--- config.mk ---
export PLATFORM = sky130hd
export DESIGN_NAME = crank_trigger_wheel_decoder_unit_flat
export DESIGN_NICKNAME = d
export VERILOG_FILES = /design/src/rtl/ctw_pkg.sv /design/src/rtl/ctw_if.sv /design/src/rtl/ctw_div.sv /design/src/rtl/ctw_ctrl.sv /design/src/rtl/ctw_dp.sv /design/src/rtl/crank_trigger_wheel_decoder_unit.sv /design/src/flat_wrapper.sv
export SDC_FILE = /design/constraint.sdc
export NUM_CORES = 2
export LEC_CHECK = 0
export ABC_AREA = 1
export BUFFER_PORTS_ARGS = -buffer_cell sky130_fd_sc_hd__buf_4
export CAP_MARGIN = 20
export CORE_MARGIN = 4
export CORE_UTILIZATION = 50
export CTS_CLUSTER_SIZE = 24
export DETAILED_ROUTE_END_ITERATION = 16
export PLACE_DENSITY = 0.66
export REMOVE_ABC_BUFFERS = 1
export SYNTH_ARGS = -nofsm -noshare
export SYNTH_HDL_FRONTEND = slang
export SYNTH_SLANG_ARGS = --single-unit
--- constraint.sdc ---
create_clock -name clk_i -period 17.25 [get_ports clk_i]
set_input_delay 3.45 -clock clk_i [delete_from_list [all_inputs] [get_ports clk_i]]
set_output_delay 3.45 -clock clk_i [all_outputs]
set_load 0.01 [all_outputs]
--- src/rtl/ctw_pkg.sv ---
`timescale 1ns / 1ps
// ----------------------------------------------------------------------------
// ctw_pkg
// Shared types, codes and constants of the crank trigger wheel decoder.
// ----------------------------------------------------------------------------
package ctw_pkg;

  localparam int PositionCountDef = 8;
  localparam int TimeoutLimitDef  = 30;

  localparam int TicksW  = 24;
  localparam int CapsW   = 8;
  localparam int RpmW    = 14;
  localparam int AccW    = 32;
  localparam int PeriodW = 24;
  localparam int PerFullW = 32;   // ticks times microseconds per tick
  localparam int DivNW   = 34;    // dividend width of the shared divider
  localparam int SmpW    = 24;    // acceleration sample, signed
  localparam int CfgIdxW = 3;
  localparam int CfgDatW = 9;

  localparam int PosB1 = 2;
  localparam int PosB2 = 3;
  localparam int PosC1 = 4;

  localparam logic [PerFullW-1:0] MinPeriodUs = 32'd6000;
  localparam logic [RpmW-1:0]     MinRpm      = 14'd100;
  localparam logic [RpmW-1:0]     MaxRpm      = 14'd10000;
  localparam logic [DivNW-1:0]    RpmNumer    = 34'd60000000;
  localparam logic [19:0]         UsPerSec    = 20'd1000000;

  // register indexes
  localparam logic [CfgIdxW-1:0] CfgRatioMin = 3'd0;
  localparam logic [CfgIdxW-1:0] CfgRatioMax = 3'd1;
  localparam logic [CfgIdxW-1:0] CfgCisOn    = 3'd2;
  localparam logic [CfgIdxW-1:0] CfgCisOff   = 3'd3;
  localparam logic [CfgIdxW-1:0] CfgCoeff    = 3'd4;
  localparam logic [CfgIdxW-1:0] CfgTickUs   = 3'd5;
  localparam logic [CfgIdxW-1:0] CfgKeyBegin = 3'd6;
  localparam logic [CfgIdxW-1:0] CfgKeyEnd   = 3'd7;

  // status flag bits
  localparam int FlPos = 0;
  localparam int FlPer = 1;
  localparam int FlRpm = 2;
  localparam int FlAcc = 3;
  localparam int FlSs  = 4;

  // command codes
  localparam logic [1:0] SensNone     = 2'd0;
  localparam logic [1:0] SensKeyBegin = 2'd1;
  localparam logic [1:0] SensKeyEnd   = 2'd2;
  localparam logic [1:0] SensInvert   = 2'd3;
  localparam logic [4:0] TmrNone      = 5'd0;
  localparam logic [4:0] TmrStart     = 5'd1;
  localparam logic [4:0] TmrReset     = 5'd2;
  localparam logic [4:0] TmrContOn    = 5'd4;
  localparam logic [4:0] TmrContOff   = 5'd8;
  localparam logic [4:0] TmrStop      = 5'd16;
  localparam logic [1:0] CisNone      = 2'd0;
  localparam logic [1:0] CisEnable    = 2'd1;
  localparam logic [1:0] CisDisable   = 2'd2;

  typedef enum logic [5:0] {
    SY_INIT    = 6'b000001,
    SY_ASYNC   = 6'b000010,
    SY_KEY     = 6'b000100,
    SY_GAP     = 6'b001000,
    SY_SYNC    = 6'b010000,
    SY_TIMEOUT = 6'b100000
  } sync_e;

  typedef enum logic [11:0] {
    C_IDLE   = 12'b000000000001,
    C_CALC   = 12'b000000000010,
    C_BRANCH = 12'b000000000100,
    C_RDIV   = 12'b000000001000,
    C_RCHK   = 12'b000000010000,
    C_RDEC   = 12'b000000100000,
    C_MULD   = 12'b000001000000,
    C_ADST   = 12'b000010000000,
    C_ADIV   = 12'b000100000000,
    C_EMA1   = 12'b001000000000,
    C_EMA2   = 12'b010000000000,
    C_COMMIT = 12'b100000000000
  } ctrl_e;

  typedef struct packed {
    logic load;
    logic calc;
    logic div_rpm;
    logic take_rpm;
    logic mul_delta;
    logic div_acc;
    logic mul_ema;
    logic ema_fin;
    logic commit;
  } cmd_t;

  typedef struct packed {
    logic need_div;
    logic need_acc;
    logic div_done;
    logic out_free;
  } sts_t;

endpackage

--- src/rtl/ctw_if.sv ---
`timescale 1ns / 1ps
// ----------------------------------------------------------------------------
// ctw_in_if / ctw_out_if
// Valid/ready channels carrying decoder input items and result items.
// ----------------------------------------------------------------------------
interface ctw_in_if;
  logic        valid;
  logic        ready;
  logic        req_type;
  logic [23:0] cur_ticks;
  logic [23:0] prev_ticks;
  logic [23:0] prev2_ticks;
  logic [7:0]  captures_since_reset;
  modport source (output valid, req_type, cur_ticks, prev_ticks, prev2_ticks,
                  captures_since_reset, input ready);
  modport sink (input valid, req_type, cur_ticks, prev_ticks, prev2_ticks,
                captures_since_reset, output ready);
endinterface

interface ctw_out_if #(parameter int PosW = 4);
  logic               valid;
  logic               ready;
  logic [PosW-1:0]    crank_pos;
  logic [1:0]         engine_phase;
  logic [4:0]         status_flags;
  logic [23:0]        period_val;
  logic [13:0]        rpm_value;
  logic signed [31:0] accel_rpm_s;
  logic [1:0]         sensing_cmd;
  logic [4:0]         timer_cmd;
  logic [1:0]         cis_cmd;
  logic               update_irq;
  logic               sync_lost;
  modport source (output valid, crank_pos, engine_phase, status_flags, period_val,
                  rpm_value, accel_rpm_s, sensing_cmd, timer_cmd, cis_cmd,
                  update_irq, sync_lost, input ready);
  modport sink (input valid, crank_pos, engine_phase, status_flags, period_val,
                rpm_value, accel_rpm_s, sensing_cmd, timer_cmd, cis_cmd,
                update_irq, sync_lost, output ready);
endinterface

--- src/rtl/ctw_div.sv ---
`timescale 1ns / 1ps
// ----------------------------------------------------------------------------
// ctw_div
// Restoring unsigned divider, one quotient bit per cycle.
// ----------------------------------------------------------------------------
module ctw_div
  import ctw_pkg::*;
(
  input  logic                clk_i,
  input  logic                rst_ni,
  input  logic                start_i,
  input  logic [DivNW-1:0]    dividend_i,
  input  logic [PerFullW-1:0] divisor_i,
  output logic                done_o,
  output logic [DivNW-1:0]    quot_o
);
  localparam int CntW = $clog2(DivNW + 1);

  logic                busy_q;
  logic [CntW-1:0]     cnt_q;
  logic [PerFullW-1:0] rem_q, dsr_q;
  logic [DivNW-1:0]    quo_q;
  logic [PerFullW:0]   trial;
  logic                fits;

  assign trial  = {rem_q, quo_q[DivNW-1]};
  assign fits   = trial >= {1'b0, dsr_q};
  assign done_o = busy_q && (cnt_q == CntW'(1));
  assign quot_o = quo_q;

  always_ff @(posedge clk_i or negedge rst_ni) begin
    if (!rst_ni) begin
      busy_q <= 1'b0;
      cnt_q  <= '0;
    end else if (start_i) begin
      busy_q <= 1'b1;
      cnt_q  <= CntW'(DivNW);
    end else if (busy_q) begin
      cnt_q <= cnt_q - CntW'(1);
      if (cnt_q == CntW'(1)) busy_q <= 1'b0;
    end
  end

  always_ff @(posedge clk_i) begin
    if (start_i) begin
      rem_q <= '0;
      quo_q <= dividend_i;
      dsr_q <= divisor_i;
    end else if (busy_q) begin
      rem_q <= fits ? PerFullW'(trial - {1'b0, dsr_q}) : trial[PerFullW-1:0];
      quo_q <= {quo_q[DivNW-2:0], fits};
    end
  end

endmodule

--- src/rtl/ctw_ctrl.sv ---
`timescale 1ns / 1ps
// ----------------------------------------------------------------------------
// ctw_ctrl
// Sequencer: steps one item through check, division, filter and commit.
// ----------------------------------------------------------------------------
module ctw_ctrl
  import ctw_pkg::*;
(
  input  logic clk_i,
  input  logic rst_ni,
  input  logic in_valid_i,
  output logic in_ready_o,
  input  sts_t sts_i,
  output cmd_t cmd_o
);
  ctrl_e st_q, st_d;

  assign in_ready_o = (st_q == C_IDLE);

  always_comb begin
    st_d  = st_q;
    cmd_o = '0;
    unique case (st_q)
      C_IDLE: begin
        if (in_valid_i) begin
          cmd_o.load = 1'b1;
          st_d = C_CALC;
        end
      end
      C_CALC: begin
        cmd_o.calc = 1'b1;
        st_d = C_BRANCH;
      end
      C_BRANCH: begin
        if (sts_i.need_div) begin
          cmd_o.div_rpm = 1'b1;
          st_d = C_RDIV;
        end else begin
          st_d = C_COMMIT;
        end
      end
      C_RDIV: if (sts_i.div_done) st_d = C_RCHK;
      C_RCHK: begin
        cmd_o.take_rpm = 1'b1;
        st_d = C_RDEC;
      end
      C_RDEC: st_d = sts_i.need_acc ? C_MULD : C_COMMIT;
      C_MULD: begin
        cmd_o.mul_delta = 1'b1;
        st_d = C_ADST;
      end
      C_ADST: begin
        cmd_o.div_acc = 1'b1;
        st_d = C_ADIV;
      end
      C_ADIV: if (sts_i.div_done) st_d = C_EMA1;
      C_EMA1: begin
        cmd_o.mul_ema = 1'b1;
        st_d = C_EMA2;
      end
      C_EMA2: begin
        cmd_o.ema_fin = 1'b1;
        st_d = C_COMMIT;
      end
      C_COMMIT: begin
        if (sts_i.out_free) begin
          cmd_o.commit = 1'b1;
          st_d = C_IDLE;
        end
      end
      default: st_d = C_IDLE;
    endcase
  end

  always_ff @(posedge clk_i or negedge rst_ni) begin
    if (!rst_ni) st_q <= C_IDLE;
    else         st_q <= st_d;
  end

endmodule

--- src/rtl/ctw_dp.sv ---
`timescale 1ns / 1ps
// ----------------------------------------------------------------------------
// ctw_dp
// Datapath: registers, sync states, ratio check, timing arithmetic, result.
// ----------------------------------------------------------------------------
module ctw_dp
  import ctw_pkg::*;
#(
  parameter int PositionCount = PositionCountDef,
  parameter int TimeoutLimit  = TimeoutLimitDef,
  parameter int PosW          = $clog2(PositionCount + 1)
) (
  input  logic               clk_i,
  input  logic               rst_ni,
  input  logic               cfg_we_i,
  input  logic [CfgIdxW-1:0] cfg_idx_i,
  input  logic [CfgDatW-1:0] cfg_wdata_i,
  ctw_in_if.sink             in_if,
  ctw_out_if.source          out_if,
  input  cmd_t               cmd_i,
  output sts_t               sts_o
);
  localparam int TmoW = $clog2(TimeoutLimit + 1);
  localparam logic [PosW-1:0] PosUndef = PosW'(PositionCount);
  localparam logic [PosW-1:0] PosLast  = PosW'(PositionCount - 1);

  // configuration
  logic [6:0] rmin_q, rmax_q;
  logic [2:0] cis_on_q, cis_off_q;
  logic [8:0] coeff_q;
  logic [7:0] tick_q;

  // decoder state
  sync_e              sy_q, sy_d;
  logic [PosW-1:0]    pos_q, pos_d;
  logic [1:0]         ph_q, ph_d;
  logic [4:0]         fl_q, fl_d;
  logic               cont_q, cont_d;
  logic [RpmW-1:0]    lrpm_q, lrpm_d;
  logic signed [AccW-1:0] lacc_q, lacc_d;
  logic [TmoW-1:0]    tmo_q, tmo_d;
  logic [PeriodW-1:0] per_q, per_d;
  logic [RpmW-1:0]    rpm_q, rpm_d;

  // captured item and intermediate results
  logic              req_q;
  logic [TicksW-1:0] cur_q, prv_q, prv2_q;
  logic [CapsW-1:0]  caps_q;
  logic              rok_q;
  logic [PerFullW-1:0] pfull_q;
  logic [DivNW-1:0]  rpmf_q;
  logic              dneg_q;
  logic [DivNW-1:0]  dprod_q;
  logic signed [33:0] p1_q;
  logic signed [41:0] p2_q;
  logic signed [AccW-1:0] acc_q;

  // result register
  logic out_vld_q;

  // divider
  logic             div_start, div_done;
  logic [DivNW-1:0] div_n, div_q;

  ctw_div u_div (
    .clk_i      (clk_i),
    .rst_ni     (rst_ni),
    .start_i    (div_start),
    .dividend_i (div_n),
    .divisor_i  (pfull_q),
    .done_o     (div_done),
    .quot_o     (div_q)
  );

  assign div_start = cmd_i.div_rpm || cmd_i.div_acc;
  assign div_n     = cmd_i.div_rpm ? RpmNumer : dprod_q;

  // ratio check operands
  logic              gap;
  logic [TicksW:0]   den;
  logic [TicksW-1:0] numx, sync_iv, key_iv;
  logic [30:0]       num;
  logic [31:0]       lo;
  logic [32:0]       hi;
  logic              pre, rat;

  always_comb begin
    gap     = (sy_q == SY_GAP);
    sync_iv = (cur_q > prv2_q) ? cur_q - prv2_q : '0;
    key_iv  = (prv_q > prv2_q) ? prv_q - prv2_q : '0;
    den     = gap ? ({1'b0, prv_q} + {1'b0, cur_q}) : {1'b0, sync_iv};
    numx    = gap ? prv_q : key_iv;
    num     = 31'(numx * 7'd100);
    lo      = 32'(rmin_q * den);
    hi      = 33'(({1'b0, rmax_q} + 8'd1) * den);
    rat     = (den != '0) && ({2'b0, num} >= {1'b0, lo}) && ({2'b0, num} < hi);
    if (gap)
      pre = (cur_q != '0) && (prv_q != '0) && (caps_q == CapsW'(1)) && !cont_q;
    else
      pre = (cur_q != '0) && (prv_q != '0) && (prv2_q != '0) &&
            (caps_q >= CapsW'(7)) && cont_q;
  end

  // next crank position and timing preconditions
  logic [PosW-1:0] pos_nx;
  logic            tpre, rpm_ok, lrpm_in;

  always_comb begin
    if (pos_q < PosUndef) pos_nx = (pos_q == PosLast) ? '0 : pos_q + PosW'(1);
    else                  pos_nx = PosUndef;
    tpre    = cont_q && (caps_q == CapsW'(1)) && (prv_q != '0) && (prv2_q != '0);
    rpm_ok  = (rpmf_q >= DivNW'(MinRpm)) && (rpmf_q <= DivNW'(MaxRpm));
    lrpm_in = (lrpm_q > MinRpm) && (lrpm_q < MaxRpm);
  end

  assign sts_o.need_div = !req_q && (sy_q == SY_SYNC) && (pos_nx == PosW'(PosB2)) &&
                          tpre && (pfull_q >= MinPeriodUs);
  assign sts_o.need_acc = rpm_ok && lrpm_in;
  assign sts_o.div_done = div_done;
  assign sts_o.out_free = !out_vld_q || out_if.ready;

  // filter arithmetic
  logic [8:0]  a_eff;
  logic signed [RpmW:0] delta;
  logic [RpmW-1:0] dmag;
  logic signed [SmpW-1:0] smp;
  logic signed [42:0] sum, nsum;
  logic [42:0] mag;
  logic signed [AccW-1:0] acc_n;

  always_comb begin
    a_eff = (coeff_q > 9'd256) ? 9'd256 : coeff_q;
    delta = $signed({1'b0, rpmf_q[RpmW-1:0]}) - $signed({1'b0, lrpm_q});
    dmag  = delta[RpmW] ? RpmW'(-delta) : delta[RpmW-1:0];
    smp   = dneg_q ? -$signed(div_q[SmpW-1:0]) : $signed(div_q[SmpW-1:0]);
    sum   = 43'(p1_q) + 43'(p2_q);
    nsum  = -sum;
    mag   = (sum[42] ? nsum : sum) + 43'd128;
    mag   = mag >> 8;
    if (sum[42])
      acc_n = (mag > 43'h0_8000_0000) ? $signed(32'h8000_0000) : -$signed(mag[31:0]);
    else
      acc_n = (mag > 43'h0_7FFF_FFFF) ? $signed(32'h7FFF_FFFF) : $signed(mag[31:0]);
  end

  // state update for one item
  logic [1:0] sens_c, cis_c;
  logic [4:0] tmr_c;
  logic       irq_c, lost_c, clr_int;

  always_comb begin
    sy_d = sy_q;  pos_d = pos_q;  ph_d = ph_q;  fl_d = fl_q;  cont_d = cont_q;
    lrpm_d = lrpm_q;  lacc_d = lacc_q;  tmo_d = tmo_q;  per_d = per_q;  rpm_d = rpm_q;
    sens_c = SensNone;  tmr_c = TmrNone;  cis_c = CisNone;
    irq_c = 1'b0;  lost_c = 1'b0;  clr_int = 1'b0;
    if (req_q) begin
      sy_d = SY_TIMEOUT;
      clr_int = 1'b1;
      if (tmo_q >= TmoW'(TimeoutLimit)) begin
        tmr_c  = TmrStop;
        cont_d = 1'b0;
      end else begin
        tmo_d = tmo_q + TmoW'(1);
      end
    end else begin
      fl_d[FlSs] = 1'b0;
      tmo_d = '0;
      unique case (sy_q)
        SY_ASYNC: begin
          sens_c = SensKeyEnd;
          sy_d   = SY_KEY;
        end
        SY_KEY: begin
          sens_c = SensKeyBegin;
          sy_d   = SY_GAP;
        end
        SY_GAP: begin
          sens_c = SensKeyEnd;
          if (rok_q) begin
            sy_d   = SY_SYNC;
            pos_d  = PosW'(PosB1);
            tmr_c  = TmrReset | TmrContOn;
            cont_d = 1'b1;
          end else begin
            sy_d    = SY_KEY;
            tmr_c   = TmrContOff;
            cont_d  = 1'b0;
            clr_int = 1'b1;
          end
        end
        SY_SYNC: begin
          pos_d  = pos_nx;
          sens_c = SensInvert;
          if (pos_nx == PosW'(PosB1)) begin
            if (rok_q) begin
              fl_d[FlPos] = 1'b1;
              tmr_c = TmrReset;
            end else begin
              clr_int = 1'b1;
              sy_d    = SY_INIT;
              lost_c  = 1'b1;
            end
          end else if (pos_nx == PosW'(PosB2)) begin
            fl_d[FlPer] = 1'b0;  fl_d[FlRpm] = 1'b0;  fl_d[FlAcc] = 1'b0;
            per_d = '0;  rpm_d = '0;
            if (tpre) begin
              if (pfull_q < MinPeriodUs || !rpm_ok) begin
                lrpm_d = '0;
                lacc_d = '0;
              end else begin
                per_d = pfull_q[PeriodW-1:0];
                rpm_d = rpmf_q[RpmW-1:0];
                fl_d[FlPer] = 1'b1;  fl_d[FlRpm] = 1'b1;  fl_d[FlSs] = 1'b0;
                if (lrpm_in) begin
                  lacc_d = acc_q;
                  fl_d[FlAcc] = 1'b1;
                end
                lrpm_d = rpmf_q[RpmW-1:0];
              end
            end
          end else if (pos_nx == PosW'(PosC1)) begin
            if (ph_q == 2'd1)      ph_d = 2'd2;
            else if (ph_q == 2'd2) ph_d = 2'd1;
          end
          if (pos_nx == PosW'(cis_on_q))       cis_c = CisEnable;
          else if (pos_nx == PosW'(cis_off_q)) cis_c = CisDisable;
          if (!clr_int && fl_d[FlPos] && fl_d[FlPer] && fl_d[FlRpm]) irq_c = 1'b1;
        end
        SY_TIMEOUT: sy_d = SY_INIT;
        default: begin
          sy_d    = SY_ASYNC;
          sens_c  = SensKeyBegin;
          tmr_c   = TmrStart;
          cont_d  = 1'b0;
          clr_int = 1'b1;
        end
      endcase
    end
    if (clr_int) begin
      pos_d = PosUndef;  ph_d = 2'd0;
      fl_d[FlPos] = 1'b0;  fl_d[FlPer] = 1'b0;  fl_d[FlRpm] = 1'b0;  fl_d[FlAcc] = 1'b0;
      per_d = '0;  rpm_d = '0;  lrpm_d = '0;  lacc_d = '0;
    end
    if (req_q) fl_d[FlSs] = 1'b1;
  end

  always_ff @(posedge clk_i or negedge rst_ni) begin
    if (!rst_ni) begin
      rmin_q <= 7'd0;  rmax_q <= 7'd100;  cis_on_q <= 3'd0;  cis_off_q <= 3'd4;
      coeff_q <= 9'd256;  tick_q <= 8'd1;
      sy_q <= SY_INIT;  pos_q <= PosUndef;  ph_q <= 2'd0;
      fl_q <= 5'b1_0000;  cont_q <= 1'b0;  lrpm_q <= '0;  lacc_q <= '0;
      tmo_q <= '0;  per_q <= '0;  rpm_q <= '0;
      out_vld_q <= 1'b0;
    end else begin
      if (cfg_we_i) begin
        unique case (cfg_idx_i)
          CfgRatioMin: rmin_q    <= cfg_wdata_i[6:0];
          CfgRatioMax: rmax_q    <= cfg_wdata_i[6:0];
          CfgCisOn:    cis_on_q  <= cfg_wdata_i[2:0];
          CfgCisOff:   cis_off_q <= cfg_wdata_i[2:0];
          CfgCoeff:    coeff_q   <= cfg_wdata_i;
          CfgTickUs:   tick_q    <= cfg_wdata_i[7:0];
          // pickup edge polarity registers are not stored by this block
          CfgKeyBegin, CfgKeyEnd: ;
          default: ;
        endcase
      end
      if (cmd_i.commit) begin
        sy_q <= sy_d;  pos_q <= pos_d;  ph_q <= ph_d;  fl_q <= fl_d;  cont_q <= cont_d;
        lrpm_q <= lrpm_d;  lacc_q <= lacc_d;  tmo_q <= tmo_d;  per_q <= per_d;
        rpm_q <= rpm_d;
        out_vld_q <= 1'b1;
      end else if (out_if.ready) begin
        out_vld_q <= 1'b0;
      end
    end
  end

  always_ff @(posedge clk_i) begin
    if (cmd_i.load) begin
      req_q  <= in_if.req_type;
      cur_q  <= in_if.cur_ticks;
      prv_q  <= in_if.prev_ticks;
      prv2_q <= in_if.prev2_ticks;
      caps_q <= in_if.captures_since_reset;
    end
    if (cmd_i.calc) begin
      rok_q   <= pre && rat;
      pfull_q <= 32'(cur_q * tick_q);
    end
    if (cmd_i.take_rpm) rpmf_q <= div_q;
    if (cmd_i.mul_delta) begin
      dneg_q  <= delta[RpmW];
      dprod_q <= DivNW'(dmag * UsPerSec);
    end
    if (cmd_i.mul_ema) begin
      p1_q <= 34'($signed({1'b0, a_eff}) * smp);
      p2_q <= 42'($signed(10'd256 - {1'b0, a_eff}) * lacc_q);
    end
    if (cmd_i.ema_fin) acc_q <= acc_n;
    if (cmd_i.commit) begin
      out_if.crank_pos    <= pos_d;
      out_if.engine_phase <= ph_d;
      out_if.status_flags <= fl_d;
      out_if.period_val   <= per_d;
      out_if.rpm_value    <= rpm_d;
      out_if.accel_rpm_s  <= fl_d[FlAcc] ? lacc_d : '0;
      out_if.sensing_cmd  <= sens_c;
      out_if.timer_cmd    <= tmr_c;
      out_if.cis_cmd      <= cis_c;
      out_if.update_irq   <= irq_c;
      out_if.sync_lost    <= lost_c;
    end
  end

  assign out_if.valid = out_vld_q;

endmodule

--- src/rtl/crank_trigger_wheel_decoder_unit.sv ---
`timescale 1ns / 1ps
// ----------------------------------------------------------------------------
// crank_trigger_wheel_decoder_unit
// Crank trigger wheel sync decoder: sync states, crank position, phase,
// period, rpm and filtered acceleration, with sensing/timer/CIS commands.
// ----------------------------------------------------------------------------
//  channel  direction  handshake      carries
//  in_if    sink       valid/ready    pickup edge or timeout event, timer ticks
//  out_if   source     valid/ready    position, phase, flags, timing, commands
//  cfg      write      cfg_we_i       eight register indexes, six stored, no read-back
//
//  An item goes through load, check and commit; at B2 with a valid period
//  it also takes one 34-bit rpm division, and when acceleration is also
//  filtered a second division on the shared bit-serial divider.
//  Reset clears all decoder state at once; no clearing pass.
//  A result waits in the output register; the next item is taken meanwhile
//  and held before commit until that result has been taken.
// ----------------------------------------------------------------------------
module crank_trigger_wheel_decoder_unit
  import ctw_pkg::*;
#(
  parameter int PositionCount = PositionCountDef,
  parameter int TimeoutLimit  = TimeoutLimitDef,
  parameter int PosW          = $clog2(PositionCount + 1)
) (
  input  logic               clk_i,
  input  logic               rst_ni,
  input  logic               cfg_we_i,
  input  logic [CfgIdxW-1:0] cfg_idx_i,
  input  logic [CfgDatW-1:0] cfg_wdata_i,
  ctw_in_if.sink             in_if,
  ctw_out_if.source          out_if
);
  cmd_t cmd;
  sts_t sts;
  logic in_ready;

  // sequencer: accept, check, divide, filter, commit
  ctw_ctrl u_ctrl (
    .clk_i      (clk_i),
    .rst_ni     (rst_ni),
    .in_valid_i (in_if.valid),
    .in_ready_o (in_ready),
    .sts_i      (sts),
    .cmd_o      (cmd)
  );

  assign in_if.ready = in_ready;

  // all decoder state, arithmetic and the result register
  ctw_dp #(
    .PositionCount (PositionCount),
    .TimeoutLimit  (TimeoutLimit),
    .PosW          (PosW)
  ) u_dp (
    .clk_i       (clk_i),
    .rst_ni      (rst_ni),
    .cfg_we_i    (cfg_we_i),
    .cfg_idx_i   (cfg_idx_i),
    .cfg_wdata_i (cfg_wdata_i),
    .in_if       (in_if),
    .out_if      (out_if),
    .cmd_i       (cmd),
    .sts_o       (sts)
  );

endmodule
--- src/flat_wrapper.sv ---
// flat-port wrapper written by rule: the top's interface ports become plain ports
module crank_trigger_wheel_decoder_unit_flat import ctw_pkg::*;
#(
  parameter int PositionCount = PositionCountDef,
  parameter int TimeoutLimit  = TimeoutLimitDef,
  parameter int PosW          = $clog2(PositionCount + 1)
)
  (clk_i, rst_ni, cfg_we_i, cfg_idx_i, cfg_wdata_i, in_if_valid, in_if_req_type, in_if_cur_ticks, in_if_prev_ticks, in_if_prev2_ticks, in_if_captures_since_reset, in_if_ready, out_if_valid, out_if_crank_pos, out_if_engine_phase, out_if_status_flags, out_if_period_val, out_if_rpm_value, out_if_accel_rpm_s, out_if_sensing_cmd, out_if_timer_cmd, out_if_cis_cmd, out_if_update_irq, out_if_sync_lost, out_if_ready);
  ctw_in_if in_if_i ();
  ctw_out_if #(.PosW(PosW)) out_if_i ();
  input  logic clk_i;
  input  logic rst_ni;
  input  logic cfg_we_i;
  input  logic [CfgIdxW-1:0] cfg_idx_i;
  input  logic [CfgDatW-1:0] cfg_wdata_i;
  input wire logic [$bits(in_if_i.valid)-1:0] in_if_valid;
  input wire logic [$bits(in_if_i.req_type)-1:0] in_if_req_type;
  input wire logic [$bits(in_if_i.cur_ticks)-1:0] in_if_cur_ticks;
  input wire logic [$bits(in_if_i.prev_ticks)-1:0] in_if_prev_ticks;
  input wire logic [$bits(in_if_i.prev2_ticks)-1:0] in_if_prev2_ticks;
  input wire logic [$bits(in_if_i.captures_since_reset)-1:0] in_if_captures_since_reset;
  output wire logic [$bits(in_if_i.ready)-1:0] in_if_ready;
  output wire logic [$bits(out_if_i.valid)-1:0] out_if_valid;
  output wire logic [$bits(out_if_i.crank_pos)-1:0] out_if_crank_pos;
  output wire logic [$bits(out_if_i.engine_phase)-1:0] out_if_engine_phase;
  output wire logic [$bits(out_if_i.status_flags)-1:0] out_if_status_flags;
  output wire logic [$bits(out_if_i.period_val)-1:0] out_if_period_val;
  output wire logic [$bits(out_if_i.rpm_value)-1:0] out_if_rpm_value;
  output wire logic [$bits(out_if_i.accel_rpm_s)-1:0] out_if_accel_rpm_s;
  output wire logic [$bits(out_if_i.sensing_cmd)-1:0] out_if_sensing_cmd;
  output wire logic [$bits(out_if_i.timer_cmd)-1:0] out_if_timer_cmd;
  output wire logic [$bits(out_if_i.cis_cmd)-1:0] out_if_cis_cmd;
  output wire logic [$bits(out_if_i.update_irq)-1:0] out_if_update_irq;
  output wire logic [$bits(out_if_i.sync_lost)-1:0] out_if_sync_lost;
  input wire logic [$bits(out_if_i.ready)-1:0] out_if_ready;
  assign in_if_i.valid = in_if_valid;
  assign in_if_i.req_type = in_if_req_type;
  assign in_if_i.cur_ticks = in_if_cur_ticks;
  assign in_if_i.prev_ticks = in_if_prev_ticks;
  assign in_if_i.prev2_ticks = in_if_prev2_ticks;
  assign in_if_i.captures_since_reset = in_if_captures_since_reset;
  assign in_if_ready = in_if_i.ready;
  assign out_if_valid = out_if_i.valid;
  assign out_if_crank_pos = out_if_i.crank_pos;
  assign out_if_engine_phase = out_if_i.engine_phase;
  assign out_if_status_flags = out_if_i.status_flags;
  assign out_if_period_val = out_if_i.period_val;
  assign out_if_rpm_value = out_if_i.rpm_value;
  assign out_if_accel_rpm_s = out_if_i.accel_rpm_s;
  assign out_if_sensing_cmd = out_if_i.sensing_cmd;
  assign out_if_timer_cmd = out_if_i.timer_cmd;
  assign out_if_cis_cmd = out_if_i.cis_cmd;
  assign out_if_update_irq = out_if_i.update_irq;
  assign out_if_sync_lost = out_if_i.sync_lost;
  assign out_if_i.ready = out_if_ready;
  crank_trigger_wheel_decoder_unit #(.PositionCount(PositionCount), .TimeoutLimit(TimeoutLimit), .PosW(PosW)) u_core (.clk_i(clk_i), .rst_ni(rst_ni), .cfg_we_i(cfg_we_i), .cfg_idx_i(cfg_idx_i), .cfg_wdata_i(cfg_wdata_i), .in_if(in_if_i), .out_if(out_if_i));
endmodule
==> Word level (Yosys, flattened, before mapping) <==
Index checks and enable logic that the tools add are counted.
{ "totals": {"register_bits": 639, "out_inout_bits": 94} }
{ "classes": {"add_sub_neg": 16, "multipliers": 7, "magnitude_cmp": 17, "eq_ne": 43, "mux": 126, "n_bitwise": 1, "reduce_logical": 57} }
{ "ops": {"columns": ["operator", "n"], "rows": [
  ["32-bit 2-to-1 mux", 12],
  ["24-bit 2-to-1 mux", 11],
  ["14-bit 2-to-1 mux", 14],
  ["12-bit one-hot mux with 12 select lines", 1],
  ["34-bit 2-to-1 mux", 3],
  ["12-bit 2-to-1 mux", 6],
  ["24-bit nonzero test", 3],
  ["24-bit > comparator", 2],
  ["24-bit subtractor", 2],
  ["34-bit by 42-bit adder with 43-bit output", 1],
  ["43-bit by 8-bit adder with 43-bit output, second input constant", 1],
  ["43-bit 2-to-1 mux", 1],
  ["43-bit negator", 1],
  ["10-bit by 32-bit multiplier with 42-bit output", 1],
  ["4-bit 2-to-1 mux", 9],
  ["35-bit by 31-bit > comparator with 1-bit output, second input constant", 1],
  ["35-bit by 32-bit > comparator with 1-bit output, second input constant", 1],
  ["5-bit 2-to-1 mux", 7],
  ["34-bit by 7-bit >= comparator with 1-bit output, second input constant", 1],
  ["34-bit by 14-bit less-or-equal comparator with 1-bit output, second input constant", 1],
  ["10-bit by 24-bit multiplier with 34-bit output", 1],
  ["1-bit 2-to-1 mux", 34],
  ["33-bit by 32-bit >= comparator with 1-bit output", 1],
  ["31-bit by 33-bit < comparator with 1-bit output", 1],
  ["other kinds (81)", 151]
]} }

==> Longest topological paths before layout <==
{ "logic_depth": {"ltp_word": 13, "depth_mapped": 57, "mapped_depth_nobuf": 54} }

==> Worst setup path before layout <==
OpenSTA, ideal clock, no wires.
{ "synth_path": {"kind": "flip-flop to flip-flop", "startpoint": "register u_core.u_ctrl.st_q[5]", "endpoint": "register u_core.u_ctrl.st_q[0]", "setup_ns": 0.092, "arrival_ns": 8.897, "required_time_ns": 17.158, "slack_ns": 8.261, "stages_incl_launch_ff": 11, "n_path_buf": 0, "synth_period_minus_slack_ns": 8.989, "path_cell_list": "dfrtp_1 > nor2_1 > inv_1 > nor2_1 > inv_1 > nor2_1 > inv_1 > nor4_1 > nor4_1 > nand4_1 > a21boi_0"} }
{ "synth_via": {"elab_chain_len": 3, "word_cells_on_any_way": 18, "classes_between": "eq/ne: 16; mux: 1; reduce/logical: 1"} }
{ "synth_rtl": {"columns": ["element", "line", "text"], "rows": [
  ["start: declaration", "ctw_ctrl.sv:16", "ctrl_e st_q, st_d;"],
  ["start signal: assignment", "ctw_ctrl.sv:77", "else st_q <= st_d;"],
  ["12-bit equality test, or another cell as far along", "ctw_ctrl.sv:23", "unique case (st_q)"],
  ["2-bit by 1-bit inequality test with 1-bit output (no line) / 2-bit inequality test (equally long branches)", null, null],
  ["4-bit AND reduction (no line)", null, null]
]} }
Parallel ways exist; a longest one is shown, timed or not.
A chain may end at the register's enable or synchronous reset.

==> Worst setup path after layout <==
{ "layout_path": {"startpoint": "register u_core.u_dp.cur_q[0]", "endpoint": "register u_core.u_dp.rok_q, data pin"} }
{ "layout_via": {"elab_chain_len": 8, "word_cells_on_any_way": 21, "classes_between": "add/sub: 2; mul: 2; order compare: 3; mux: 3; reduce/logical: 11"} }
{ "layout_rtl": {"columns": ["element", "line", "text"], "rows": [
  ["start: declaration", "ctw_dp.sv:47", "logic [TicksW-1:0] cur_q, prv_q, prv2_q;"],
  ["start signal: assignment", "ctw_dp.sv:283", "cur_q <= in_if.cur_ticks;"],
  ["24-bit subtractor / 24-bit > comparator (equally long branches)", "ctw_dp.sv:89", "sync_iv = (cur_q > prv2_q) ? cur_q - prv2_q : '0;"],
  ["24-bit 2-to-1 mux", "ctw_dp.sv:89", null],
  ["25-bit 2-to-1 mux", "ctw_dp.sv:91", "den = gap ? ({1'b0, prv_q} + {1'b0, cur_q}) : {1'b0, sync_iv};"],
  ["7-bit by 25-bit multiplier with 32-bit output", "ctw_dp.sv:94", "lo = 32'(rmin_q * den);"],
  ["31-bit by 32-bit >= comparator with 1-bit output", "ctw_dp.sv:96", "rat = (den != '0) && ({2'b0, num} >= {1'b0, lo}) && ({2'b0, num} < hi);"],
  ["1-bit logical AND (2 in series)", "ctw_dp.sv:96", null],
  ["1-bit logical AND (*)", "ctw_dp.sv:289", "rok_q <= pre && rat;"],
  ["end signal: assignment", "ctw_dp.sv:289", null],
  ["end: declaration", "ctw_dp.sv:49", "logic rok_q;"]
]} }
Mark *: on every way between the ends. The rest lies on a longest branch, timed or not.

==> results.py <==
metrics = {
    "run_status": {
        "status": "complete, no violations",
    },
    "clock_tree": {
        "cts_tree": "built",
        "clkSinkCount": 638,
        "hold_buffers": 0,
        "ctsResizeCount": 0,
        "cts_setup_buffers": 0,
        "cts_buffers": 77,
        "clock_latency_ns": 0.70,
        "clockBufferDepth": 3,
        "cts_root_buffer": "clkbuf_16",
        "clkTransAtPathRegs_ns": 0.06,
        "cts_htree_levels": 3,
    },
    "setup_path": {
        "worstSetupEndpoint": "u_core.u_dp.rok_q",
        "slowest_stage": "edfxtp_1",
        "crit_path_max_incr_delay_ns": 0.58,
        "worstSetupStartpointType": "register",
        "crit_start": "u_core.u_dp.cur_q[0]",
        "timing.rr.start": "u_core.u_dp.cur_q[0]",
        "reg2reg_depth": 50,
        "r2r-end": "u_core.u_dp.rok_q",
        "path_max_fanout": 12,
        "crit_arrival_ns": 11.77,
        "criticalPathCategory": "register to register",
        "regToRegSetupSlack_ns": 6.03,
        "crit_top_cell": "inv_1",
        "endpoint_kind": "register",
        "cp.required_ns": 17.80,
    },
    "finish": {
        "area_growth_pct": 8.103,
        "nFillCells": 14750,
        "final_nets": 11580,
        "drive_gt1_share_pct": 6.181,
    },
    "grt": {
        "grt_max_degree": 81,
        "grt_pass1_vias": 66100,
        "grt_use_total_pct": 30.26,
        "grt_overflow": 0,
        "grt_pass1_wl_mm": 382.8,
        "grt_antenna_before_repair": 19,
    },
    "sta": {
        "fin_skew_ns": 0.03641,
        "fin_ws_ns": 6.035,
        "rsz0062_at_grt": "false",
        "worst-slew-pin-transition_ns": 1.233,
        "drv_slew": 0,
        "fmax_ghz": 0.08917,
        "maxSlewHeadroom_pct": 16.95,
        "finalSetupViolCount": 0,
        "finalCritPeriodShare_pct": 65.02,
        "tns_ns": 0,
        "hold_viol_final": 0,
        "period_minus_slack_ns": 11.22,
    },
    "floorplanning": {
        "die-area_sq_mm": 0.1641,
        "fp.dieH_um": 405.1,
        "fp-row-count": 145,
        "die_w_um": 405.1,
        "placeableCoreArea_sq_mm": 0.1564,
        "ios": 192,
        "initial_utilization_pct": 50.42,
    },
    "routing": {
        "ant_nets": 0,
        "wirelength_mm": 246.0,
        "first_iter_violations": 5045,
        "viasPerCell": 5.480,
        "vias": 65640,
        "drc_errors": 0,
        "wl_per_cell_um": 20.54,
        "drt_pass1_iterations": 8,
    },
    "logic_synthesis": {
        "ys_warn_count": 0,
        "synthArstFlopShare_pct": 25.55,
        "ys_seq_elements": 638,
        "yosys.cell_types.count": 71,
        "synth_cells": 9746,
        "synth_edf_count": 443,
        "yosysSeqAreaShare_pct": 22.87,
        "netlist_area_sq_mm": 0.07885,
        "avgSynthCellArea_sq_um": 8.090,
        "synthFlopType": "edfxtp_1",
    },
    "placement": {
        "hpwl_mm": 201.7,
        "routabilityCongestion": 0.9876,
        "dpl_worst_slack_ns": 5.969,
        "io_buffer_count": 191,
    },
    "worst_hold_path": {
        "hold_start": "u_core.u_dp.u_div.quot_o[25]",
        "hold_path.class": "register to register",
    },
    "run": {
        "max_cap_viol_count": 0,
    },
}
-- worst max-delay path: cells and delay by family, from the launching register on --
kind	cells	cell delay (ns)
adders and majority gates	8	3.33
and+or+nand+nor	18	2.64
DFF	1	0.58
AOI/OAI and AO/OA	14	3.13
buffers and inverters	9	1.27
xor gates and xnor gates	1	0.13
-- placed cells by master, fill, tap and decap left out, types with 36 or more instances in the layout --
master,n
a21oi_1,456
buf_4,257
clkbuf_16,78
dfrtp_1,154
edfxtp_1,443
fa_1,899
ha_1,726
inv_1,1846
inv_2,39
nand2_1,2130
nand2_2,52
nand3_1,285
nand4_1,120
nor2_1,955
nor2_2,36
nor3_1,57
nor4_1,41
o21ai_0,387
o22ai_1,91
xnor2_1,129
xor2_1,201
-- area by class of cell --
class / count / area (sq um) / share of cell area (%)
Multi-Input combinational cell: 6965 / 52760 / 61.89
Clock inverter: 43 / 571.8 / 0.6708
Timing Repair Buffer: 264 / 2058 / 2.415
Antenna cell: 2 / 5.005 / 0.005872
Inverter: 1909 / 7166 / 8.407
Clock buffer: 99 / 2071 / 2.429
Tap cell: 2058 / 2575 / 3.021
Sequential cell: 638 / 18030 / 21.16
-- per-layer routing --
layer / part of all wire (%) / GRT usage [%]
met5: 0.017 / 0
met4: 3.8 / 10.37
met2: 46 / 49.08
met1: 43 / 40.98
met3: 7.7 / 5.472
-- cells by family after synthesis --
group,Yosys count,share of synthesized area [%]
AND/OR/NAND/NOR,3806,20.25
AO/OA/AOI/OAI,1172,8.409
other,1,0.004756
flip-flops,638,22.87
XOR/XNOR,330,3.666
buffers and inverters,2174,10.45
adder cells (fa/ha/maj),1625,34.35
-- per-stage QoR --
| step | area (sq um) | hold slack [ns] | cells | util, % |
|---|---|---|---|---|
| final | 85240 | 0.4473 | 11980 | 54.50 |
| after global placement | 82470 | 0.4339 | 11830 | 52.73 |
| after CTS | 85190 | 0.4510 | 11970 | 54.47 |
| after global routing | 85230 | 0.4640 | 11980 | 54.50 |
| after detailed placement | 82550 | 0.4362 | 11830 | 52.78 |
| after floorplan | 77890 | 0.4264 | 9512 | - |
-- synth_stat cells (5+ instances only) --
cell type	n	area share, %
nand2_1	2134	10
inv_1	1848	8.8
nor2_1	960	4.6
fa_1	899	23
ha_1	726	12
a21oi_1	456	2.9
edfxtp_1	443	17
o21ai_0	387	2.5
nand3_1	285	1.8
clkbuf_1	216	1.0
xor2_1	201	2.2
dfrtp_1	154	4.9
xnor2_1	129	1.4
nand4_1	120	0.95
o22ai_1	91	0.72
nor3_1	59	0.37
nand2_2	48	0.38
nor4_1	44	0.35
inv_2	36	0.17
nor2_2	34	0.27
a21boi_0	32	0.30
dfxtp_1	32	0.81
a22oi_1	29	0.28
o21bai_1	27	0.26
clkinv_1	25	0.12
nand3b_1	25	0.24
buf_1	24	0.11
a31oi_1	23	0.18
nand3_2	23	0.29
or2_2	23	0.18
nor2_4	17	0.24
o21a_1	16	0.15
a21o_1	13	0.12
a32o_1	12	0.15
clkbuf_2	11	0.070
o211ai_1	11	0.10
o31ai_1	11	0.10
dfstp_2	9	0.30
a211oi_1	8	0.076
a221oi_1	8	0.089
and2_1	8	0.063
o21ai_1	8	0.051
o221ai_1	8	0.089
o2111ai_1	7	0.078
buf_2	5	0.032
-- registers in the layout, summed over array words and instances (netlist names), 34 cells and up --
signal and cells:
u_core.u_dp.rpmf_q 34, u_core.u_dp.p1_q 34, u_core.u_dp.p2_q 42, u_core.u_dp.u_div.quot_o 34
-- how the worst min path moves through the flow --
stage | endpoint | cells past startpoint
global route | u_core.u_dp.rpmf_q[30] | 0
floorplan | u_core.u_dp.u_div.dsr_q[10] | 0
detailed placement | u_core.u_dp.rpmf_q[26] | 0
CTS | u_core.u_dp.rpmf_q[25] | 0
global placement | u_core.u_dp.rpmf_q[32] | 0
finish | u_core.u_dp.rpmf_q[25] | 0
Power is left out: the tool's default activity adds up to more than one toggle a clock period on the data nets, which glitch-free logic cannot reach.
